**src/rtl/usb_frame_loss_detector_unit_assert.svh**
```systemverilog
// assertion macros shared by the frame loss detector rtl
// no dependencies; included by the modules that carry checks
`ifndef USB_FRAME_LOSS_DETECTOR_UNIT_ASSERT_SVH
`define USB_FRAME_LOSS_DETECTOR_UNIT_ASSERT_SVH

// same-cycle implication, disabled during reset
`define UFLD_ASSERT_IMP(label, clk, rst_n, ante, cons, msg) \
    label: assert property (@(posedge clk) disable iff (!rst_n) (ante) |-> (cons)) \
        else $error(msg);

// next-cycle implication, disabled during reset
`define UFLD_ASSERT_NXT(label, clk, rst_n, ante, cons, msg) \
    label: assert property (@(posedge clk) disable iff (!rst_n) (ante) |=> (cons)) \
        else $error(msg);

`endif

```
**src/rtl/ufld_pkg.sv**
```systemverilog
// types and constants for the usb frame loss detector
// no dependencies; used by ufld_eval and usb_frame_loss_detector_unit
package ufld_pkg;

    localparam int unsigned AGE_W     = 23;
    localparam int unsigned CFG_IDX_W = 8;
    localparam int unsigned CFG_DAT_W = 32;
    localparam int unsigned THR_W     = 30;
    localparam int unsigned HOLD_W    = 31;

    localparam logic [31:0]        MIN_PASS_US      = 32'd1000;
    localparam logic [THR_W-1:0]   STALE_THR_RESET  = 30'd300000;
    localparam logic [HOLD_W-1:0]  REATTACH_RESET   = 31'd2000000;

    // register indexes on the configuration port
    localparam logic [CFG_IDX_W-1:0] REG_STALE_THRESHOLD = 8'd0;
    localparam logic [CFG_IDX_W-1:0] REG_REATTACH_HOLD   = 8'd1;

    // us -> ms: (x >> 3) * MS_RECIP >> MS_SHIFT is exact for any 32-bit x
    localparam int unsigned MS_SHIFT = 36;
    localparam logic [29:0] MS_RECIP = 30'd549755814;

    typedef struct packed {
        logic [31:0] now_us;
        logic [10:0] frame_count;
        logic        wake_pending;
        logic        host_configured;
        logic        resume_event;
        logic        reattach_event;
    } t_in;

    typedef struct packed {
        logic             evaluated;
        logic             frames_seen;
        logic [AGE_W-1:0] frame_age_ms;
        logic             frame_loss;
        logic             in_reattach_hold;
    } t_out;

    // result of a pass before the ms conversion
    typedef struct packed {
        logic        evaluated;
        logic        frames_seen;
        logic [31:0] age_us;
        logic        frame_loss;
        logic        in_reattach_hold;
    } t_mid;

    typedef struct packed {
        logic                 we;
        logic [CFG_IDX_W-1:0] index;
        logic [CFG_DAT_W-1:0] data;
    } t_cfg_wr;

endpackage

```
**src/rtl/ufld_eval.sv**
```systemverilog
// watchdog state and per-pass evaluation: skip test, sampling, hold timer, verdict
// depends on ufld_pkg and usb_frame_loss_detector_unit_assert.svh
`include "usb_frame_loss_detector_unit_assert.svh"

module ufld_eval (
    input  logic             i_clk,
    input  logic             i_rst_n,
    input  ufld_pkg::t_cfg_wr i_cfg,
    input  logic             i_fire,
    input  ufld_pkg::t_in    i_item,
    output ufld_pkg::t_mid   o_mid
);

    logic [ufld_pkg::THR_W-1:0]  r_thr;
    logic [ufld_pkg::HOLD_W-1:0] r_hold_us;

    logic [31:0] r_lct, n_lct;
    logic [31:0] r_lrt, n_lrt;
    logic [10:0] r_lfc, n_lfc;
    logic        r_fsf, n_fsf;
    logic        r_hs, n_hs;
    logic [31:0] r_lpt, n_lpt;
    logic        r_ra, n_ra;
    logic [31:0] r_ras, n_ras;

    logic [31:0] now, dp, dc, dr, drd, dh, d, lrt1;
    logic [31:0] thr32, cap32, hold32;
    logic        ev, skip, eval_ok, sample, changed, gap_stale, drift;
    logic        act1, expire, hold;

    always_ff @(posedge i_clk) begin
        if (!i_rst_n) begin
            r_thr     <= ufld_pkg::STALE_THR_RESET;
            r_hold_us <= ufld_pkg::REATTACH_RESET;
        end else if (i_cfg.we) begin
            case (i_cfg.index)
                ufld_pkg::REG_STALE_THRESHOLD: r_thr     <= i_cfg.data[ufld_pkg::THR_W-1:0];
                ufld_pkg::REG_REATTACH_HOLD:   r_hold_us <= i_cfg.data[ufld_pkg::HOLD_W-1:0];
                default: ;
            endcase
        end
    end

    always_comb begin
        now    = (i_item.now_us == 32'd0) ? 32'd1 : i_item.now_us;
        thr32  = {2'b00, r_thr};
        cap32  = {1'b0, r_thr, 1'b0};
        hold32 = {1'b0, r_hold_us};
        ev     = i_item.resume_event | i_item.reattach_event;

        dp      = now - r_lpt;
        skip    = (r_lpt != 32'd0) && (dp < ufld_pkg::MIN_PASS_US);
        eval_ok = !skip;

        // events land before the pass, so differences against them are zero
        dc   = ev ? 32'd0 : (now - r_lct);
        lrt1 = i_item.reattach_event ? now : r_lrt;
        dr   = i_item.reattach_event ? 32'd0 : (now - r_lrt);

        sample    = eval_ok && !i_item.wake_pending &&
                    !((lrt1 != 32'd0) && (dr < ufld_pkg::MIN_PASS_US));
        changed   = !r_fsf || (r_lfc != i_item.frame_count);
        gap_stale = (lrt1 != 32'd0) && (dr >= thr32);
        drift     = dc > cap32;

        n_lct = ev ? now : r_lct;
        d     = dc;
        n_lfc = r_lfc;
        if (sample) begin
            if (changed) begin
                n_lfc = i_item.frame_count;
                n_lct = now;
                d     = 32'd0;
            end else if (gap_stale) begin
                n_lct = now;
                d     = 32'd0;
            end else if (drift) begin
                // hold the age at twice the threshold
                n_lct = now - cap32;
                d     = cap32;
            end
        end
        n_lrt = sample ? now : lrt1;
        drd   = sample ? 32'd0 : dr;
        n_fsf = r_fsf | sample;
        n_hs  = r_hs | (eval_ok & i_item.host_configured);
        n_lpt = eval_ok ? now : r_lpt;

        act1   = i_item.reattach_event | r_ra;
        n_ras  = i_item.reattach_event ? now : r_ras;
        dh     = i_item.reattach_event ? 32'd0 : (now - r_ras);
        expire = dh >= hold32;
        hold   = eval_ok && act1 && !expire;
        n_ra   = act1 && !(eval_ok && expire);

        o_mid.evaluated        = eval_ok;
        o_mid.frames_seen      = n_fsf;
        o_mid.age_us           = (eval_ok && n_fsf) ? d : 32'd0;
        o_mid.in_reattach_hold = hold;
        o_mid.frame_loss       = eval_ok && !hold && n_hs && n_fsf &&
                                 (n_lrt != 32'd0) && (drd < thr32) && (d >= thr32);
    end

    always_ff @(posedge i_clk) begin
        if (!i_rst_n) begin
            r_lct <= '0;
            r_lrt <= '0;
            r_lfc <= '0;
            r_fsf <= 1'b0;
            r_hs  <= 1'b0;
            r_lpt <= '0;
            r_ra  <= 1'b0;
            r_ras <= '0;
        end else if (i_fire) begin
            r_lct <= n_lct;
            r_lrt <= n_lrt;
            r_lfc <= n_lfc;
            r_fsf <= n_fsf;
            r_hs  <= n_hs;
            r_lpt <= n_lpt;
            r_ra  <= n_ra;
            r_ras <= n_ras;
        end
    end

    `UFLD_ASSERT_NXT(a_pass_stamped, i_clk, i_rst_n, i_fire, r_lpt != 32'd0, "pass time left at never")
    `UFLD_ASSERT_NXT(a_seen_sticky, i_clk, i_rst_n, r_fsf, r_fsf, "frame seen flag dropped")
    `UFLD_ASSERT_IMP(a_seen_has_read, i_clk, i_rst_n, r_fsf, r_lrt != 32'd0, "sample without read time")
    `UFLD_ASSERT_NXT(a_reattach_start, i_clk, i_rst_n, i_fire && i_item.reattach_event,
        r_ras == $past(now), "reattach start not stamped")
    `UFLD_ASSERT_IMP(a_lost_no_hold, i_clk, i_rst_n, o_mid.frame_loss,
        !o_mid.in_reattach_hold && o_mid.frames_seen, "verdict during hold or before sample")

endmodule

```
**src/rtl/usb_frame_loss_detector_unit.sv**
```systemverilog
// top level of the usb frame loss detector: handshakes, pipeline and us-to-ms conversion
// depends on ufld_pkg and ufld_eval

// One scan pass is one input transfer; one result transfer comes back for each.
// The block takes a pass every clock cycle unless a stalled output has filled
// all three register stages it runs through: an input register, the evaluation
// stage that updates the watchdog state, and the result register fed by the
// single 29 x 30 bit multiplier that turns the age in microseconds into
// milliseconds. Each stage moves on its own, so a result waiting at the output
// does not stop passes from entering until all three stages are full.
// Configuration writes are always taken (ready is tied high); indexes outside
// the two registers are ignored.
module usb_frame_loss_detector_unit (
    input  logic                             i_clk,
    input  logic                             i_rst_n,
    input  logic                             i_in_valid,
    output logic                             o_in_ready,
    input  ufld_pkg::t_in                    i_in,
    output logic                             o_out_valid,
    input  logic                             i_out_ready,
    output ufld_pkg::t_out                   o_out,
    input  logic                             i_cfg_valid,
    output logic                             o_cfg_ready,
    input  logic [ufld_pkg::CFG_IDX_W-1:0]   i_cfg_index,
    input  logic [ufld_pkg::CFG_DAT_W-1:0]   i_cfg_data
);

    logic              r_in_v;
    ufld_pkg::t_in     r_in;
    logic              r_mid_v;
    ufld_pkg::t_mid    r_mid;
    ufld_pkg::t_mid    n_mid;
    logic              r_out_v;
    logic              r_ev, r_seen, r_lost, r_hold;
    logic [58:0]       r_prod;

    logic              out_take, mid_take, in_take, fire;
    ufld_pkg::t_cfg_wr cfg;

    assign out_take = !r_out_v || i_out_ready;
    assign mid_take = !r_mid_v || out_take;
    assign in_take  = !r_in_v || mid_take;
    assign fire     = r_in_v && mid_take;

    assign o_in_ready  = in_take;
    assign o_cfg_ready = 1'b1;

    assign cfg.we    = i_cfg_valid;
    assign cfg.index = i_cfg_index;
    assign cfg.data  = i_cfg_data;

    ufld_eval u_eval (
        .i_clk   (i_clk),
        .i_rst_n (i_rst_n),
        .i_cfg   (cfg),
        .i_fire  (fire),
        .i_item  (r_in),
        .o_mid   (n_mid)
    );

    always_ff @(posedge i_clk) begin
        if (!i_rst_n) begin
            r_in_v  <= 1'b0;
            r_mid_v <= 1'b0;
            r_out_v <= 1'b0;
        end else begin
            if (in_take)  r_in_v  <= i_in_valid;
            if (mid_take) r_mid_v <= r_in_v;
            if (out_take) r_out_v <= r_mid_v;
        end
    end

    always_ff @(posedge i_clk) begin
        if (in_take && i_in_valid) r_in <= i_in;
        if (fire) r_mid <= n_mid;
        if (out_take && r_mid_v) begin
            r_ev   <= r_mid.evaluated;
            r_seen <= r_mid.frames_seen;
            r_lost <= r_mid.frame_loss;
            r_hold <= r_mid.in_reattach_hold;
            // divide by 8 then by 125 through the reciprocal
            r_prod <= 59'(r_mid.age_us[31:3]) * 59'(ufld_pkg::MS_RECIP);
        end
    end

    assign o_out_valid            = r_out_v;
    assign o_out.evaluated        = r_ev;
    assign o_out.frames_seen      = r_seen;
    assign o_out.frame_age_ms     = r_prod[ufld_pkg::MS_SHIFT +: ufld_pkg::AGE_W];
    assign o_out.frame_loss       = r_lost;
    assign o_out.in_reattach_hold = r_hold;

endmodule

```
**config.mk**
```make
export PLATFORM = sky130hd
export DESIGN_NAME = usb_frame_loss_detector_unit
export DESIGN_NICKNAME = d
export VERILOG_FILES = /design/src/rtl/ufld_pkg.sv /design/src/rtl/ufld_eval.sv /design/src/rtl/usb_frame_loss_detector_unit.sv
export VERILOG_INCLUDE_DIRS = /design/src /design/src/rtl
export SDC_FILE = /design/constraint.sdc
export NUM_CORES = 2
export LEC_CHECK = 0
export BUFFER_PORTS_ARGS = -buffer_cell sky130_fd_sc_hd__buf_2
export CAP_MARGIN = 0
export CORE_ASPECT_RATIO = 1.5
export CORE_MARGIN = 1.5
export CORE_UTILIZATION = 60
export DETAILED_ROUTE_END_ITERATION = 10
export GPL_ROUTABILITY_DRIVEN = 0
export HOLD_SLACK_MARGIN = 0.15
export PLACE_DENSITY = 0.77
export SYNTH_ARGS = -nofsm -noshare
export SYNTH_HDL_FRONTEND = slang
export SYNTH_SLANG_ARGS = --single-unit
```
**constraint.sdc**
```tcl
create_clock -name i_clk -period 18 [get_ports i_clk]
set_input_delay 4.5 -clock i_clk [delete_from_list [all_inputs] [get_ports i_clk]]
set_output_delay 4.5 -clock i_clk [all_outputs]
set_load 0.02 [all_outputs]
```
==> out/metrics.csv <==
metric,value,unit
yosys synthesis warning count,0,
hold slack,0.424,ns
initial antenna violation count,4,
Gate Count Post-Synth,4161,
"CTS clk-pin slew, worst paths",0.07,ns
first-pass GRT wire length,166000,um
WL final,108000,um
Final Critical Period,10.46,ns
Critical Path Fanout Max,25,
endpoints failing hold,0,
GR Util met1,33.8,%
GRT met3 Usage,5.18,%
Layout area overhead,7.03,%
Tot GR Track Use,34.6,%
Worst-Skew Late Latency,0.58,ns
WP data arrival,10.76,ns
GRT met2 Usage,60.1,%
Synth top area share,22.6,%
status,finished clean,
CTS tree,done,
synthesized net count,5190,
Worst setup SP type,flop,
GRT Residual Overflow,0,
Num CTS Buffers,35,
clock sink count,313,
leakage power,18.7,nW
Slew headroom,23.9,%
post-synth top area cell,ha_1,
cell mode on critical path,a211oi_1,
clk buf depth,3,
PwrDens,125,mW/mm2
Pre-antenna DRT Iters,7,
syn_area_per_cell,8.89,um2
Synth Area in Compound Gates,16.0,%
Finished Core Util,64.9,%
Cell variety after synth,84,
htree depth,2,
post-CTS resize count,0,
register area share after synthesis,19.8,%
Pins Over Slew Limit,0,
Post-synth ARST share,0,%
ANT nets after route,0,
Vias/cell,6.04,
multiplexer share of the synthesized area,1.88,%
CP Class,reg2reg,
Chip Height,307,um
"EDFF count, synth",107,
simple-gate area share of the yosys netlist,13.6,%
Setup WS pre-CTS,7.85,ns
input/output buffers,119,
Worst Tran Pin Value,1.14,ns
Synth Area in XOR/XNOR,3.13,%
"commonest non-fill, non-tap cell in the layout",ha_1,
unrepaired setup endpoints after global routing,no,
CP Data Required Time,18.30,ns
Hold WC Path Type,reg2reg,
largest family of logic cells by synthesized area,adder cells,
fin worst setup slack,7.54,ns
Clk Tree Root Cell,clkbuf_16,
ys flop type,dfxtp_1,
Crit-path slowest cell,edfxtp_1,
Die X-Extent,206,um
final worst-path cycle share,58.1,%
GR peak layer,met2,
1st-iter DRT viols,1574,
drt wl/cell,21.3,um
Mapped Area,0.0370,mm2
vias in the first global route,31179,
fraction of layout cells with a size suffix above 1,6.44,%
Filler cells,5129,
Core Box Area,0.0610,mm2
"Hold-fix buffers, CTS",0,
DPL Wire Length,85500,um
Max Cap Viol,0,
synthesized flop and latch total,313,
max incr delay on CP,0.71,ns
nature of the critical path endpoint,flop,
Starting Density,60.6,%
routed vias,30496,
ranking of synthesized cells by area,"ha_1 23%, fa_1 15%, dfxtp_1 11%",
Fin Clk Skew,0.0303,ns
largest net degree at the start of global routing,99,
row count,111,
IO Pins,122,
Post-Synth Adder-Cell Area,37.2,%
Final setup viols,0,
setup bufs post-CTS,0,
Max rail drop VDD,0.000165,V
final routed DRC violation total,0,
Layout Nets,5257,
die area,0.0631,mm2
"commonest non-fill, non-tap cells in the layout","668 x ha_1, 657 x inv_1, 315 x nand2_1, 269 x fa_1, 228 x a21oi_1",
post-route setup TNS,0,ns
Max Clk Rate,95.6,MHz
-- final timing paths --
path                               start  endpoint  slack, ns  cells after the start
worst min-delay path            r_mid[1]    r_lost       0.42                      0
worst max-delay path            r_in[37]  r_mid[1]       7.54                     43
worst max register to register  r_in[37]  r_mid[1]       7.54                     43
worst min register to register  r_mid[1]    r_lost       0.42                      0
-- layout make-up --
| cell class | instances | area (um2) | area share (%) |
|---|---|---|---|
| multi-input combinational | 3047 | 26600 | 67.2 |
| antenna | 2 | 5.00 | 0.0126 |
| clock inverter | 18 | 190 | 0.481 |
| sequential | 313 | 7340 | 18.5 |
| clock buffer | 45 | 977 | 2.47 |
| timing repair buffer | 174 | 1010 | 2.55 |
| tap | 791 | 990 | 2.50 |
| inverter | 657 | 2470 | 6.23 |
-- stage by stage --
stage | instances | instance area [um2] | power (mW)
floorplan | 4161 | 37000 | 3.22
global placement | 4982 | 38400 | 4.08
detailed placement | 4982 | 38400 | 4.17
CTS | 5045 | 39600 | 4.96
global route | 5047 | 39600 | 5.39
finish | 5047 | 39600 | 4.96
-- sequential cells by signal, summed over array words and instances (netlist names), 11 cells and up --
signal            count
u_eval.r_thr         30
u_eval.r_lfc         11
u_eval.r_lct         32
r_mid                33
r_prod               23
u_eval.r_hold_us     31
u_eval.r_lpt         32
u_eval.r_ras         32
u_eval.r_lrt         32
r_in                 47
-- critical path, delay by kind of cell, from the launching register on --
family	cells	cell delay, ns
DFF	1	0.71
buffers and inverters	2	0.43
adders and majority gates	4	1.14
and+or+nand+nor	13	2.45
AOI/OAI and AO/OA	23	5.31
xor gates and xnor gates	1	0.15
-- Yosys cell counts (all sizes together) (9+ instances only) --
library cell,number
edfxtp,107
a211oi,41
mux2i,66
o21a,33
nand2b,38
o21ai,140
and2,37
nor2b,122
o2111ai,9
or3,23
clkbuf,116
o221ai,28
nor2,223
nand3,41
a21o,125
buf,28
xor2,50
and3,17
xnor2,82
o21bai,28
nand4,54
nand2,316
o31ai,9
a21boi,82
a2111oi,11
fa,269
nor4,47
or2,15
o211ai,37
nor3,61
a22o,19
ha,668
inv,657
a21oi,230
a31oi,19
dfxtp,206
-- logic make-up after synthesis --
logic type,count (synthesis)
and+or+nand+nor,1024
adders and majority gates,937
AOI/OAI and AO/OA,884
buffers and inverters,801
DFF,313
xor gates and xnor gates,132
muxes,69
other,1
-- report_power, final --
part | total (mW) | internal, mW | switching, mW | leakage [nW]
combinational | 3.36 | 1.37 | 1.98 | 15.4
clock | 0.752 | 0.422 | 0.330 | 0.570
sequential | 0.857 | 0.815 | 0.0419 | 2.70
total | 4.96 | 2.61 | 2.36 | 18.7
-- per-layer routing --
metal / vias to the layer above / routed length, um
met1: 14417 / 36500
met5: - / 11
met3: 576 / 5730
met4: 2 / 13700
met2: 1074 / 51800
li1: 14427 / -
No activity file was read; power rests on OpenSTA's default activity.
